[config.mk]
export PLATFORM = sky130hd
export DESIGN_NAME = magnet_edge_encoder_offset_calibrator
export DESIGN_NICKNAME = d
export VERILOG_FILES = /design/src/hw/rtl/meeoc_pkg.sv /design/src/hw/rtl/meeoc_div.sv /design/src/hw/rtl/magnet_edge_encoder_offset_calibrator.sv
export SDC_FILE = /design/constraint.sdc
export NUM_CORES = 1
export LEC_CHECK = 0
export ABC_AREA = 1
export BUFFER_PORTS_ARGS = -buffer_cell sky130_fd_sc_hd__buf_2
export CAP_MARGIN = 15
export CELL_PAD_IN_SITES_DETAIL_PLACEMENT = 0
export CELL_PAD_IN_SITES_GLOBAL_PLACEMENT = 2
export CORE_UTILIZATION = 39
export CTS_BUF_LIST = sky130_fd_sc_hd__clkbuf_4
export DETAILED_ROUTE_END_ITERATION = 10
export PLACE_DENSITY = 0.8
export SLEW_MARGIN = 10
export SYNTH_ARGS = -nofsm -noshare
export SYNTH_HDL_FRONTEND = slang
export SYNTH_SLANG_ARGS = --single-unit
[constraint.sdc]
create_clock -name clk -period 3.3 [get_ports clk]
set_input_delay 0.66 -clock clk [delete_from_list [all_inputs] [get_ports clk]]
set_output_delay 0.66 -clock clk [all_outputs]
set_load 0.01 [all_outputs]
[src/hw/rtl/meeoc_pkg.sv]
`timescale 1ns / 1ps

package meeoc_pkg;

  localparam int POS_W = 24;
  localparam int DIFF_W = POS_W + 1;
  localparam int SUM_W = 28;
  localparam int MAG_SLOTS = 4;
  localparam int MAG_IDX_W = 2;
  localparam int NUM_MAGNETS_DEF = 4;
  localparam int EDGE_W_DEF = 3;

  localparam logic signed [POS_W-1:0] AVG_MAX = 24'sh7FFFFF;
  localparam logic signed [POS_W-1:0] AVG_MIN = 24'sh800000;
  localparam logic [SUM_W-1:0] MAG_POS_LIMIT = 28'd8388607;
  localparam logic [SUM_W-1:0] MAG_NEG_LIMIT = 28'd8388608;

  // Request codes.
  localparam logic REQ_SAMPLE = 1'b0;
  localparam logic REQ_RESTART = 1'b1;

  typedef struct packed {
    logic                    req_type;
    logic                    hall_active;
    logic signed [POS_W-1:0] encoder_count;
  } sample_t;

  typedef struct packed {
    logic signed [POS_W-1:0] avg_offset;
    logic                    calibrated;
    logic                    edge_seen;
    logic [MAG_IDX_W-1:0]    magnet_index;
  } result_t;

endpackage

[src/hw/rtl/meeoc_div.sv]
`timescale 1ns / 1ps

// Restoring divider, one quotient bit per cycle. The quotient shifts in
// where the dividend shifts out, so one register holds both.
module meeoc_div #(
  parameter int DW = meeoc_pkg::SUM_W,
  parameter int VW = meeoc_pkg::EDGE_W_DEF
) (
  input  logic          clk,
  input  logic          rst,
  input  logic          start,
  input  logic [DW-1:0] dividend,
  input  logic [VW-1:0] divisor,
  output logic          done,
  output logic [DW-1:0] quotient
);

  localparam int CNT_W = $clog2(DW + 1);

  logic [VW-1:0]    rem;
  logic [VW-1:0]    dvs;
  logic [DW-1:0]    quo;
  logic [CNT_W-1:0] cnt;
  logic             busy;
  logic [VW:0]      shifted;
  logic [VW:0]      trial;
  logic             fits;

  assign shifted = {rem, quo[DW-1]};
  assign trial = shifted - {1'b0, dvs};
  assign fits = shifted >= {1'b0, dvs};

  always_ff @(posedge clk) begin
    if (rst) begin
      busy <= 1'b0;
      done <= 1'b0;
      cnt <= '0;
    end else begin
      done <= 1'b0;
      if (start) begin
        busy <= 1'b1;
        cnt <= CNT_W'(DW);
      end else if (busy) begin
        cnt <= cnt - 1'b1;
        if (cnt == CNT_W'(1)) begin
          busy <= 1'b0;
          done <= 1'b1;
        end
      end
    end
  end

  always_ff @(posedge clk) begin
    if (start) begin
      rem <= '0;
      quo <= dividend;
      dvs <= divisor;
    end else if (busy) begin
      rem <= fits ? trial[VW-1:0] : shifted[VW-1:0];
      quo <= {quo[DW-2:0], fits};
    end
  end

  assign quotient = quo;

endmodule

[src/hw/rtl/magnet_edge_encoder_offset_calibrator.sv]
`timescale 1ns / 1ps

// Channel   Direction  Handshake                  Payload
// sample    in         sample_valid/sample_ready  sample (req_type, hall, count)
// result    out        result_valid/result_ready  result (avg, calibrated, edge, index)
// cfg       in         cfg_valid/cfg_ready        cfg_index, cfg_data (magnet positions)
//
// After a sample transfers, the block computes the offset, updates the state, starts the
// divider, runs 28 restoring divider steps, sees it finish and loads the output register.
// It takes the next sample only after that load. If the previous result still waits
// at that point, the block holds and sample_ready stays low until it transfers.
// Reset (synchronous) clears the calibration state and the magnet positions.
module magnet_edge_encoder_offset_calibrator #(
  parameter int NUM_MAGNETS = meeoc_pkg::NUM_MAGNETS_DEF
) (
  input  logic                                clk,
  input  logic                                rst,
  input  logic                                sample_valid,
  output logic                                sample_ready,
  input  meeoc_pkg::sample_t                  sample,
  output logic                                result_valid,
  input  logic                                result_ready,
  output meeoc_pkg::result_t                  result,
  input  logic                                cfg_valid,
  output logic                                cfg_ready,
  input  logic [meeoc_pkg::MAG_IDX_W-1:0]     cfg_index,
  input  logic signed [meeoc_pkg::POS_W-1:0]  cfg_data
);

  localparam int POS_W = meeoc_pkg::POS_W;
  localparam int DIFF_W = meeoc_pkg::DIFF_W;
  localparam int SUM_W = meeoc_pkg::SUM_W;
  localparam int IDX_W = $clog2(NUM_MAGNETS);
  localparam int EC_W = $clog2(2 * NUM_MAGNETS);

  typedef enum logic [5:0] {
    ST_IDLE = 6'b000001,
    ST_DIFF = 6'b000010,
    ST_ACC  = 6'b000100,
    ST_ABS  = 6'b001000,
    ST_DIV  = 6'b010000,
    ST_OUT  = 6'b100000
  } state_t;

  state_t state;

  logic signed [POS_W-1:0] magnet_pos [meeoc_pkg::MAG_SLOTS];
  meeoc_pkg::sample_t      item;
  logic signed [DIFF_W-1:0] diff;
  logic                    prev_hall;
  logic [IDX_W-1:0]        mag_index;
  logic                    going_down;
  logic signed [SUM_W-1:0] offset_sum;
  logic [EC_W-1:0]         edge_count;
  logic                    edge_seen;
  logic                    sum_neg;

  logic                    calibrated;
  logic                    at_top;
  logic [SUM_W-1:0]        sum_mag;
  logic                    div_start;
  logic                    div_done;
  logic [SUM_W-1:0]        quotient;
  logic signed [POS_W-1:0] avg;
  logic                    out_free;

  assign calibrated = edge_count == EC_W'(2 * NUM_MAGNETS - 1);
  assign at_top = mag_index == IDX_W'(NUM_MAGNETS - 1);
  assign sum_mag = offset_sum[SUM_W-1] ? SUM_W'(-offset_sum) : SUM_W'(offset_sum);
  assign div_start = state == ST_ABS;
  assign sample_ready = state == ST_IDLE;
  assign cfg_ready = 1'b1;
  assign out_free = !result_valid || result_ready;

  meeoc_div #(
    .DW(SUM_W),
    .VW(EC_W)
  ) u_div (
    .clk     (clk),
    .rst     (rst),
    .start   (div_start),
    .dividend(sum_mag),
    .divisor (edge_count),
    .done    (div_done),
    .quotient(quotient)
  );

  // Give zero before the first edge; otherwise apply the sign and clamp to the 24-bit range.
  always_comb begin
    if (edge_count == '0) begin
      avg = '0;
    end else if (sum_neg) begin
      avg = (quotient > meeoc_pkg::MAG_NEG_LIMIT) ? meeoc_pkg::AVG_MIN
                                                  : POS_W'(-quotient);
    end else begin
      avg = (quotient > meeoc_pkg::MAG_POS_LIMIT) ? meeoc_pkg::AVG_MAX
                                                  : POS_W'(quotient);
    end
  end

  always_ff @(posedge clk) begin
    if (rst) begin
      for (int i = 0; i < meeoc_pkg::MAG_SLOTS; i++) begin
        magnet_pos[i] <= '0;
      end
    end else if (cfg_valid && cfg_ready) begin
      magnet_pos[cfg_index] <= cfg_data;
    end
  end

  always_ff @(posedge clk) begin
    if (rst) begin
      state <= ST_IDLE;
      prev_hall <= 1'b0;
      mag_index <= IDX_W'(1);
      going_down <= 1'b0;
      offset_sum <= '0;
      edge_count <= '0;
      edge_seen <= 1'b0;
      sum_neg <= 1'b0;
      result_valid <= 1'b0;
    end else begin
      if (state == ST_OUT && out_free) begin
        result_valid <= 1'b1;
      end else if (result_valid && result_ready) begin
        result_valid <= 1'b0;
      end
      unique case (state)
        ST_IDLE: begin
          if (sample_valid) begin
            state <= ST_DIFF;
          end
        end
        ST_DIFF: begin
          state <= ST_ACC;
        end
        ST_ACC: begin
          edge_seen <= item.req_type != meeoc_pkg::REQ_RESTART && !calibrated
                       && item.hall_active != prev_hall;
          if (item.req_type == meeoc_pkg::REQ_RESTART) begin
            prev_hall <= 1'b0;
            mag_index <= IDX_W'(1);
            going_down <= 1'b0;
            offset_sum <= '0;
            edge_count <= '0;
          end else if (!calibrated) begin
            if (item.hall_active != prev_hall) begin
              offset_sum <= offset_sum + SUM_W'(diff);
              edge_count <= edge_count + 1'b1;
              if (!going_down && !at_top) begin
                mag_index <= mag_index + 1'b1;
              end else if (going_down && mag_index != '0) begin
                mag_index <= mag_index - 1'b1;
              end
              if (at_top) begin
                going_down <= 1'b1;
              end
            end
            prev_hall <= item.hall_active;
          end
          state <= ST_ABS;
        end
        ST_ABS: begin
          sum_neg <= offset_sum[SUM_W-1];
          state <= ST_DIV;
        end
        ST_DIV: begin
          if (div_done) begin
            state <= ST_OUT;
          end
        end
        ST_OUT: begin
          if (out_free) begin
            state <= ST_IDLE;
          end
        end
        default: begin
          state <= ST_IDLE;
        end
      endcase
    end
  end

  always_ff @(posedge clk) begin
    if (sample_valid && sample_ready) begin
      item <= sample;
    end
    if (state == ST_DIFF) begin
      diff <= DIFF_W'(item.encoder_count)
            - DIFF_W'(magnet_pos[meeoc_pkg::MAG_IDX_W'(mag_index)]);
    end
    if (state == ST_OUT && out_free) begin
      result.avg_offset <= avg;
      result.calibrated <= calibrated;
      result.edge_seen <= edge_seen;
      result.magnet_index <= meeoc_pkg::MAG_IDX_W'(mag_index);
    end
  end

endmodule

# After elaboration in Yosys (flattened, before gate mapping)
# Memories as Yosys holds them, arrays and structs flattened. A register that Yosys moved wholly into a read port is not among the register bits.
# Cells that the tools add are included.
[op_classes]
n_addsub = 9
magnitude_cmp = 3
n_eq_ne = 14
n_mux = 46
n_bitwise = 2
reduce_logical = 27
[ops]
columns = ["cell", "n"]
rows = [
  ["$mux 28", 6],
  ["$mux 24", 4],
  ["$pmux 6 s6", 1],
  ["$add 28x25->28", 1],
  ["$gt 28x23->1 const B", 1],
  ["$gt 28x24->1 const B", 1],
  ["$neg 28->28", 1],
  ["$sub 24x24->25", 1],
  ["$neg 24->24", 1],
  ["$reduce_or 24->1", 1],
  ["$mux 1", 18],
  ["$mux 6", 3],
  ["$mux 2", 8],
  ["$mux 3", 4],
  ["$mux 5", 2],
  ["$reduce_bool 2->1", 5],
  ["$reduce_and 4->1", 2],
  ["$logic_and 1x1->1", 7],
  ["$eq 6x1->1 const B", 1],
  ["$eq 6x2->1 const B", 1],
  ["$eq 6x3->1 const B", 1],
  ["$eq 6x4->1 const B", 1],
  ["$eq 6x5->1 const B", 1],
  ["$eq 6x6->1 const B", 1],
  ["other kinds (21)", 28],
]
[word_totals]
reg_bits = 164
ram_bits = 96
inputBits = 57
out_inout_bits = 31
elab_cells = 126
memories = 1
[mem_list]
columns = ["name", "depth", "width", "read_ports", "rd_clocked_by_memory_dff", "write_ports", "line", "rtl"]
rows = [
  ["magnet_pos", 4, 24, 1, 1, 4, "magnet_edge_encoder_offset_calibrator.sv:47", "logic signed [POS_W-1:0] magnet_pos [meeoc_pkg::MAG_SLOTS];"],
]

# Logic depth before layout (Yosys ltp)
# Gate-level depths: netlist (run 1).
[depth]
word_depth = 9
ltp_mapped = 16
ltp_nobuf = 14

# Modules after synthesis
# A second synthesis (run 1) with hierarchy kept.
[unflattened]
hier_cells = 1858
hier_area_um2 = 15217.1
[modules_own_cells]
columns = ["module", "n_inst", "cells_each", "area_per_inst_um2", "seq_area_each_um2"]
rows = [
  ["magnet_edge_encoder_offset_calibrator", 1, 1654, 13371.6, 6175.9],
  ["meeoc_div", 1, 204, 1845.5, 1131.1],
]

# Worst setup path after synthesis (run 1)
# No wires, ideal clock.
[synth_timing]
path_type = "input port to flip-flop"
startpoint = "input port cfg_index[1] in the netlist's numbering"
endpoint = "memory magnet_pos[2][0], enable pin"
setup_time_ns = 0.438
arrival_ns = 2.599
required_time_ns = 2.862
slack_ns = 0.262
cell_stages = 4
n_path_buf = 0
path_cell_list = "inv_1 > nor2_1 > inv_1 > o21ai_0"
[synth_lines]
columns = ["element", "line", "rtl"]
rows = [
  ["start: declaration", "magnet_edge_encoder_offset_calibrator.sv:26", "input logic [meeoc_pkg::MAG_IDX_W-1:0] cfg_index,"],
  ["end: declaration", "magnet_edge_encoder_offset_calibrator.sv:47", ""],
]

==> results of run 1 <==
## worst max-delay path, cell delays in order, from the launching register on
cell and delay, ns:
sky130_fd_sc_hd__dfxtp_1 0.33, sky130_fd_sc_hd__buf_4 0.21, sky130_fd_sc_hd__buf_4 0.35, sky130_fd_sc_hd__a21oi_1 0.13, sky130_fd_sc_hd__a32o_1 0.25, sky130_fd_sc_hd__ha_1 0.39, sky130_fd_sc_hd__nand2_1 0.14, sky130_fd_sc_hd__nor2_1 0.25
sky130_fd_sc_hd__inv_1 0.09, sky130_fd_sc_hd__nor2_1 0.20, sky130_fd_sc_hd__nand4_1 0.18, sky130_fd_sc_hd__nand3_1 0.19, sky130_fd_sc_hd__xor2_1 0.09
## layer usage
| metal | GRT usage, % | routed length [um] | vias up |
|---|---|---|---|
| li1 | - | - | 6565 |
| met1 | 28.26 | 19500 | 6012 |
| met2 | 38.03 | 20560 | 286 |
| met3 | 4.118 | 1827 | 96 |
| met4 | 9.003 | 1209 | 0 |
| met5 | 0 | 0 | - |
## sequential cells by signal (all words and copies together) (netlist names), 5 cells and up, named ones only
| signal | flops |
|---|---|
| diff | 25 |
| item | 26 |
| magnet_pos | 96 |
| offset_sum | 28 |
| result | 28 |
| state | 6 |
| u_div.cnt | 5 |
| u_div.quotient | 28 |
## cell usage in the layout (no fill, tap or decap), types with 4 or more instances in the layout
cell,n
sky130_fd_sc_hd__nand2_1,454
sky130_fd_sc_hd__inv_1,231
sky130_fd_sc_hd__nor2_1,225
sky130_fd_sc_hd__edfxtp_1,206
sky130_fd_sc_hd__a21oi_1,134
sky130_fd_sc_hd__clkbuf_4,114
sky130_fd_sc_hd__nand3_1,106
sky130_fd_sc_hd__buf_2,86
sky130_fd_sc_hd__o21ai_0,72
sky130_fd_sc_hd__ha_1,61
sky130_fd_sc_hd__dfxtp_1,56
sky130_fd_sc_hd__nor3_1,43
sky130_fd_sc_hd__nand4_1,36
sky130_fd_sc_hd__xor2_1,33
sky130_fd_sc_hd__buf_4,23
sky130_fd_sc_hd__a32o_1,22
sky130_fd_sc_hd__xnor2_1,16
sky130_fd_sc_hd__dlygate4sd3_1,10
sky130_fd_sc_hd__clkinv_1,9
sky130_fd_sc_hd__nand3b_1,9
sky130_fd_sc_hd__inv_2,8
sky130_fd_sc_hd__nor2_2,6
sky130_fd_sc_hd__o22ai_1,6
sky130_fd_sc_hd__o21ai_1,6
sky130_fd_sc_hd__o21bai_1,5
sky130_fd_sc_hd__a31oi_1,5
sky130_fd_sc_hd__nor4_1,5
sky130_fd_sc_hd__o211ai_1,4
sky130_fd_sc_hd__nand3_2,4
sky130_fd_sc_hd__or2_2,4
sky130_fd_sc_hd__a22oi_1,4
## cell families after synthesis
kind of cell	Yosys count
and+or+nand+nor	907
DFF	262
AOI/OAI and AO/OA	279
buffers and inverters	297
other	1
xor gates and xnor gates	49
adders and majority gates	64
## where the power goes
part | internal, mW | leakage (nW) | switching (mW)
logic | 0.300 | 4.55 | 0.588
clock network | 1.66 | 0.581 | 1.45
registers | 3.76 | 2.40 | 0.0726
total | 5.72 | 7.53 | 2.11
## cell usage after synthesis, types with 3 or more instances
| master | count |
|---|---|
| sky130_fd_sc_hd__nand2_1 | 454 |
| sky130_fd_sc_hd__inv_1 | 231 |
| sky130_fd_sc_hd__nor2_1 | 227 |
| sky130_fd_sc_hd__edfxtp_1 | 206 |
| sky130_fd_sc_hd__a21oi_1 | 134 |
| sky130_fd_sc_hd__nand3_1 | 106 |
| sky130_fd_sc_hd__o21ai_0 | 73 |
| sky130_fd_sc_hd__ha_1 | 61 |
| sky130_fd_sc_hd__dfxtp_1 | 56 |
| sky130_fd_sc_hd__nor3_1 | 43 |
| sky130_fd_sc_hd__clkbuf_1 | 39 |
| sky130_fd_sc_hd__nand4_1 | 36 |
| sky130_fd_sc_hd__xor2_1 | 33 |
| sky130_fd_sc_hd__a32o_1 | 22 |
| sky130_fd_sc_hd__xnor2_1 | 16 |
| sky130_fd_sc_hd__nand3b_1 | 9 |
| sky130_fd_sc_hd__buf_1 | 8 |
| sky130_fd_sc_hd__buf_2 | 7 |
| sky130_fd_sc_hd__inv_2 | 6 |
| sky130_fd_sc_hd__o21ai_1 | 6 |
| sky130_fd_sc_hd__o22ai_1 | 6 |
| sky130_fd_sc_hd__a31oi_1 | 5 |
| sky130_fd_sc_hd__nor4_1 | 5 |
| sky130_fd_sc_hd__o21bai_1 | 5 |
| sky130_fd_sc_hd__a22oi_1 | 4 |
| sky130_fd_sc_hd__nand3_2 | 4 |
| sky130_fd_sc_hd__nor2_2 | 4 |
| sky130_fd_sc_hd__o211ai_1 | 4 |
| sky130_fd_sc_hd__or2_2 | 4 |
| sky130_fd_sc_hd__a21o_1 | 3 |
| sky130_fd_sc_hd__a21oi_2 | 3 |
| sky130_fd_sc_hd__and2_1 | 3 |
| sky130_fd_sc_hd__buf_4 | 3 |
| sky130_fd_sc_hd__fa_1 | 3 |
| sky130_fd_sc_hd__nor3_2 | 3 |
| sky130_fd_sc_hd__o31ai_1 | 3 |
## worst paths after layout
path	to	cells past startpoint	slack [ns]	startpoint
max reg2reg	diff[18]	12	0.19	flip-flop
min reg2reg	result[2]	0	0.45	edge_seen
min	item[23]	1	0.09	sample[23]
max	diff[18]	12	0.19	flip-flop
## layout make-up
class / instances / share of cell area (%)
clock inverter: 17 / 0.6426
inverter: 238 / 5.155
tap: 511 / 3.690
multi-input combinational: 1300 / 38.97
clock buffer: 114 / 4.939
antenna: 2 / 0.02888
timing repair buffer: 122 / 4.404
sequential: 262 / 42.17
## repair_timing
item	in CTS	in global routing
resized for setup	0	0
hold buffers	10	0
setup buffers	0	0
hold endpoints to repair	10	0
==> flow_summary.yaml, run 1 <==
outcome:
  run_status: "complete, no violations"
sta:
  fmax_mhz: 321.6
  slew_violations: 0
  final_period_minus_worst_setup_slack_ns: 3.110
  unrepaired_setup_endpoints_after_global_routing: "false"
  max_slew.worst_pin.slew_ns: 0.9861
  slew_headroom_pct: 34.01
  report.final.setup_viol: 0
  final-hold-violation-count: 0
  final_min_period_over_clock_period_pct: 94.23
  fin_setup_tns_ns: 0
  worst_case_hold_slack_ns: 0.09255
  setup_ws_ns: 0.1905
  finalClockSkew_ns: 0.04020
global_route:
  grt_start_max_net_pins: 49
  first_global_vias: 12871
  globalRoute.totalOverflow: 0
  wire_length_of_the_first_global_routing_pass_um: 68410
  groute.usage.overall_pct: 22.49
  antenna_found_initial: 1
drt:
  detailroute.via_count: 12959
  drtPass1Iterations: 7
  drc: 0
  route.detailed.wl_per_inst_um: 16.79
  detail_route.iter0.violations: 708
  avgViaCountPerCell: 5.050
  total_length_of_routed_wires_um: 43090
  postRouteAntennaNets: 0
clock_network:
  cts.sink_count: 262
  ctsLongestPathBuffers: 3
  clock_latency_ns: 0.77
  clkSlewWorstSetupHoldPaths_ns: 0.06
  cts_htree_levels: 3
  root_driver: "sky130_fd_sc_hd__clkbuf_4"
  cts_tree: "built"
  tritoncts.num_buffers: 77
final_layout:
  multi_input_comb_area_um2: 6754
  final_layout_size_suffix_gt1_share_pct: 13.20
  final_design_area_no_fill_um2: 17330
  layout.core_utilization_pct: 45.58
  design.final.nets: 2122
  synthToLayoutAreaGrowth_pct: 14.15
  fill_cells: 3901
  final-instance-count-excl-fill: 2566
  register_area_um2: 7307
synthesis:
  synth.net_count: 1980
  synth_top_area_share_pct: 40.75
  synthesis.area_per_instance_um2: 8.166
  synthSimpleGateAreaFrac_pct: 25.38
  synth_top_family_by_area: "simple AND/OR/NAND/NOR gates"
  synth_compound_gate_area_share_pct: 10.64
  synth_seq_cells: 262
  number_of_warning_messages_in_the_yosys_log: 0
  netlist-cell-type-count: 54
  synth_edf_count: 206
  synth-xor-area-share_pct: 2.827
  seq_area_frac_synth_pct: 48.13
  dominantRegCellSynth: "sky130_fd_sc_hd__edfxtp_1"
  syn_area_um2: 15180
  synth_top_cell_by_area: "sky130_fd_sc_hd__edfxtp_1"
  synthMuxAreaShare_pct: 0
  post_synth_inst_count: 1859
  synth_area_leaders: "sky130_fd_sc_hd__edfxtp_1 (41%), sky130_fd_sc_hd__nand2_1 (11%), sky130_fd_sc_hd__dfxtp_1 (7.4%), sky130_fd_sc_hd__inv_1 (5.7%), sky130_fd_sc_hd__nor2_1 (5.6%)"
  synthArstFlopShare_pct: 0
  synth_adder_area_share_pct: 5.423
floorplan:
  core_area_um2: 38020
  placement_rows: 71
  fp.dieW_um: 199.3
  top_level_ports: 88
  die-area_um2: 39720
  chipHeight_um: 199.3
  initial_utilization_pct: 39.93
worst_setup_path:
  crit_arrival_ns: 3.59
  criticalPathCategory: "reg2reg"
  start_kind: "flip-flop"
  worst-path-max-fanout: 32
  critical_path.endpoint_type: "flip-flop"
  required_ns: 3.78
power_and_ir_drop:
  vdd.ir_drop.worst_mv: 0.2819
  power_leakage_nw: 7.530
  total_power_mw: 7.827
  pwr_density_cell_nw_per_um2: 451.7
placement:
  buffer_ports.inserted: 86
  routabilityCongestion: 0.8649
  place_inst: 2423
  detailedPlacementHpwl_um: 31830
  pre_cts_ws_ns: 0.2924
  place_area_um2: 16260
job:
  timing.max_cap.violations: 0
worst_hold_path:
  type_of_the_most_critical_hold_path: "in2reg"
Note: power is estimated with default switching activity, not from simulation.
==> run 2, diff against run 1 <==
PLACE_DENSITY = default   (was 0.8)
PLACE_DENSITY_LB_ADDON = 0.1   (was default)
==> flow_summary.yaml, run 2 (synthesized netlist as in run 1, its figures left out) <==
placement:
  routabilityCongestion: 0.8754
  detailedPlacementHpwl_um: 32070
  buffer_ports.inserted: 86
sta:
  slew_violations: 0
  final-hold-violation-count: 0
  final_period_minus_worst_setup_slack_ns: 2.959
  unrepaired_setup_endpoints_after_global_routing: "false"
  slew_headroom_pct: 29.89
  max_slew.worst_pin.slew_ns: 1.051
  report.final.setup_viol: 0
  finalClockSkew_ns: 0.02376
  final_min_period_over_clock_period_pct: 89.67
  fmax_mhz: 337.9
  worst_case_hold_slack_ns: 0.08903
  fin_setup_tns_ns: 0
final_layout:
  final_layout_size_suffix_gt1_share_pct: 13.24
  design.final.nets: 2111
  register_area_um2: 7307
  synthToLayoutAreaGrowth_pct: 13.50
  largest-register: "magnet_pos"
  mostFrequentLayoutCells: "sky130_fd_sc_hd__nand2_1 (454), sky130_fd_sc_hd__inv_1 (231), sky130_fd_sc_hd__nor2_1 (225)"
  multi_input_comb_area_um2: 6746
  largest_register_ffs: 96
  fill_cells: 3980
  most_common_library_cell_in_the_layout_ignoring_fill_and_taps: "sky130_fd_sc_hd__nand2_1"
global_route:
  first_global_vias: 12823
  antenna_found_initial: 2
  grt_start_max_net_pins: 49
  wire_length_of_the_first_global_routing_pass_um: 68260
  groute.usage.overall_pct: 22.47
  globalRoute.totalOverflow: 0
drt:
  drtPass1Iterations: 5
  total_length_of_routed_wires_um: 43360
  avgViaCountPerCell: 5.033
  route.detailed.wl_per_inst_um: 16.94
  detailroute.via_count: 12879
  drc: 0
  postRouteAntennaNets: 0
  detail_route.iter0.violations: 601
clock_network:
  cts_post_setup_buffers_inserted: 0
  cts_htree_levels: 3
  ctsHoldBuffers: 0
  clkSlewWorstSetupHoldPaths_ns: 0.06
  cts_tree: "built"
  root_driver: "sky130_fd_sc_hd__clkbuf_4"
  ctsLongestPathBuffers: 3
  clock_latency_ns: 0.75
  tritoncts.num_buffers: 75
  postCtsResizedCells: 0
  cts.sink_count: 262
worst_setup_path:
  series_of_cell_instances_along_the_critical_path: "inv_1 -> buf_4 -> buf_4 -> a21oi_1 -> a32o_1 -> ha_1 -> nand2_1 -> nor2_1 -> inv_1 -> nor2_1 -> nand3_1 -> o2111ai_1 -> xor2_1"
  cpLargestDelayFamily: "simple AND/OR/NAND/NOR gates"
  number_of_cell_instances_on_the_worst_register_to_register_path: 13
  required_ns: 3.77
  worst-path-max-fanout: 18
  crit_arrival_ns: 3.43
  critical_path.endpoint_type: "flip-flop"
  crit_buf_inv: 4
  start_kind: "flip-flop"
  r2r_slack_ns: 0.34
  cp_slowest_cell: "sky130_fd_sc_hd__ha_1"
  criticalPathCategory: "reg2reg"
  critical_path.reg2reg.endpoint: "diff[20]"
  maximum_single_stage_delay_on_the_critical_path_ns: 0.41
power_and_ir_drop:
  power_leakage_nw: 7.487
  vdd.ir_drop.worst_mv: 0.4389
  pwr_density_cell_nw_per_um2: 456.2
floorplan:
  die-area_um2: 39720
  placement_rows: 71
  chipHeight_um: 199.3
  core_area_um2: 38020
  fp.dieW_um: 199.3
  initial_utilization_pct: 39.93
  top_level_ports: 88
worst_hold_path:
  type_of_the_most_critical_hold_path: "in2reg"
  timing.hold.worst_endpoint: "item[5]"
  min-delay-start: "sample[5]"
  worst_hold_path.num_cells: 1
job:
  timing.max_cap.violations: 0
outcome:
  run_status: "complete, no violations"
-- run 2: changes by cell type in the layout (fill, tap and decap cells not counted), moves of 2 or more --
| cell | previous run | this run |
|---|---|---|
| sky130_fd_sc_hd__buf_12 | 3 | 1 |
| sky130_fd_sc_hd__buf_4 | 23 | 26 |
| sky130_fd_sc_hd__clkinv_1 | 9 | 13 |
| sky130_fd_sc_hd__inv_6 | 2 | 0 |
| sky130_fd_sc_hd__dlygate4sd3_1 | 10 | 0 |
-- run 2: how the worst max path moves through the flow --
stage | startpoint | endpoint | cells past startpoint
final | flip-flop | diff[20] | 13
after global routing | flip-flop | diff[15] | 12
after CTS | flip-flop | diff[18] | 13
after detailed placement | flip-flop | diff[21] | 10
after global placement | flip-flop | diff[20] | 13
after floorplan | cfg_index[1] | magnet_pos[2][0] | 4
-- run 2: through the flow --
| step | instances | total power, mW | cell area (um2) | utilization, % | worst slack (ns) |
|---|---|---|---|---|---|
| floorplan | 1859 | 4.472 | 15180 | - | 0.2621 |
| finish | 2559 | 7.861 | 17230 | 45.32 | 0.3407 |
| global route | 2559 | 8.271 | 17230 | 45.32 | 0.09888 |
| detailed placement | 2424 | 4.790 | 16230 | 42.69 | 0.3708 |
| global placement | 2424 | 4.786 | 16230 | 42.69 | 0.3465 |
| CTS | 2558 | 7.996 | 17230 | 45.31 | 0.3548 |
-- run 2: final cells by class --
type | instances | area share [%]
Multi-Input combinational cell | 1300 | 39.15
Antenna cell | 1 | 0.01452
Tap cell | 511 | 3.711
Timing Repair Buffer | 113 | 3.747
Sequential cell | 262 | 42.41
Inverter | 238 | 5.185
Clock inverter | 21 | 0.8569
Clock buffer | 113 | 4.923
-- run 2: power by group --
group	switching [mW]	leakage [nW]	internal, mW
logic	0.592	4.50	0.296
registers	0.0659	2.40	3.76
clock network	1.43	0.587	1.72
total	2.08	7.49	5.78
-- run 2: worst reg2reg max path: cells and delay by family (launching register included) --
kind / cells / cell delay, ns
AOI/OAI and AO/OA: 3 / 0.47
xor gates and xnor gates: 1 / 0.12
adders and majority gates: 1 / 0.41
buffers and inverters: 4 / 0.65
DFF: 1 / 0.31
and+or+nand+nor: 4 / 0.75
-- run 2: routing by layer --
layer	wire, um	up-vias	global-route usage (%)
li1	-	6547	-
met5	0	-	0
met1	18930	5947	27.82
met4	899	0	7.436
met2	21480	316	39.39
met3	2048	69	3.848
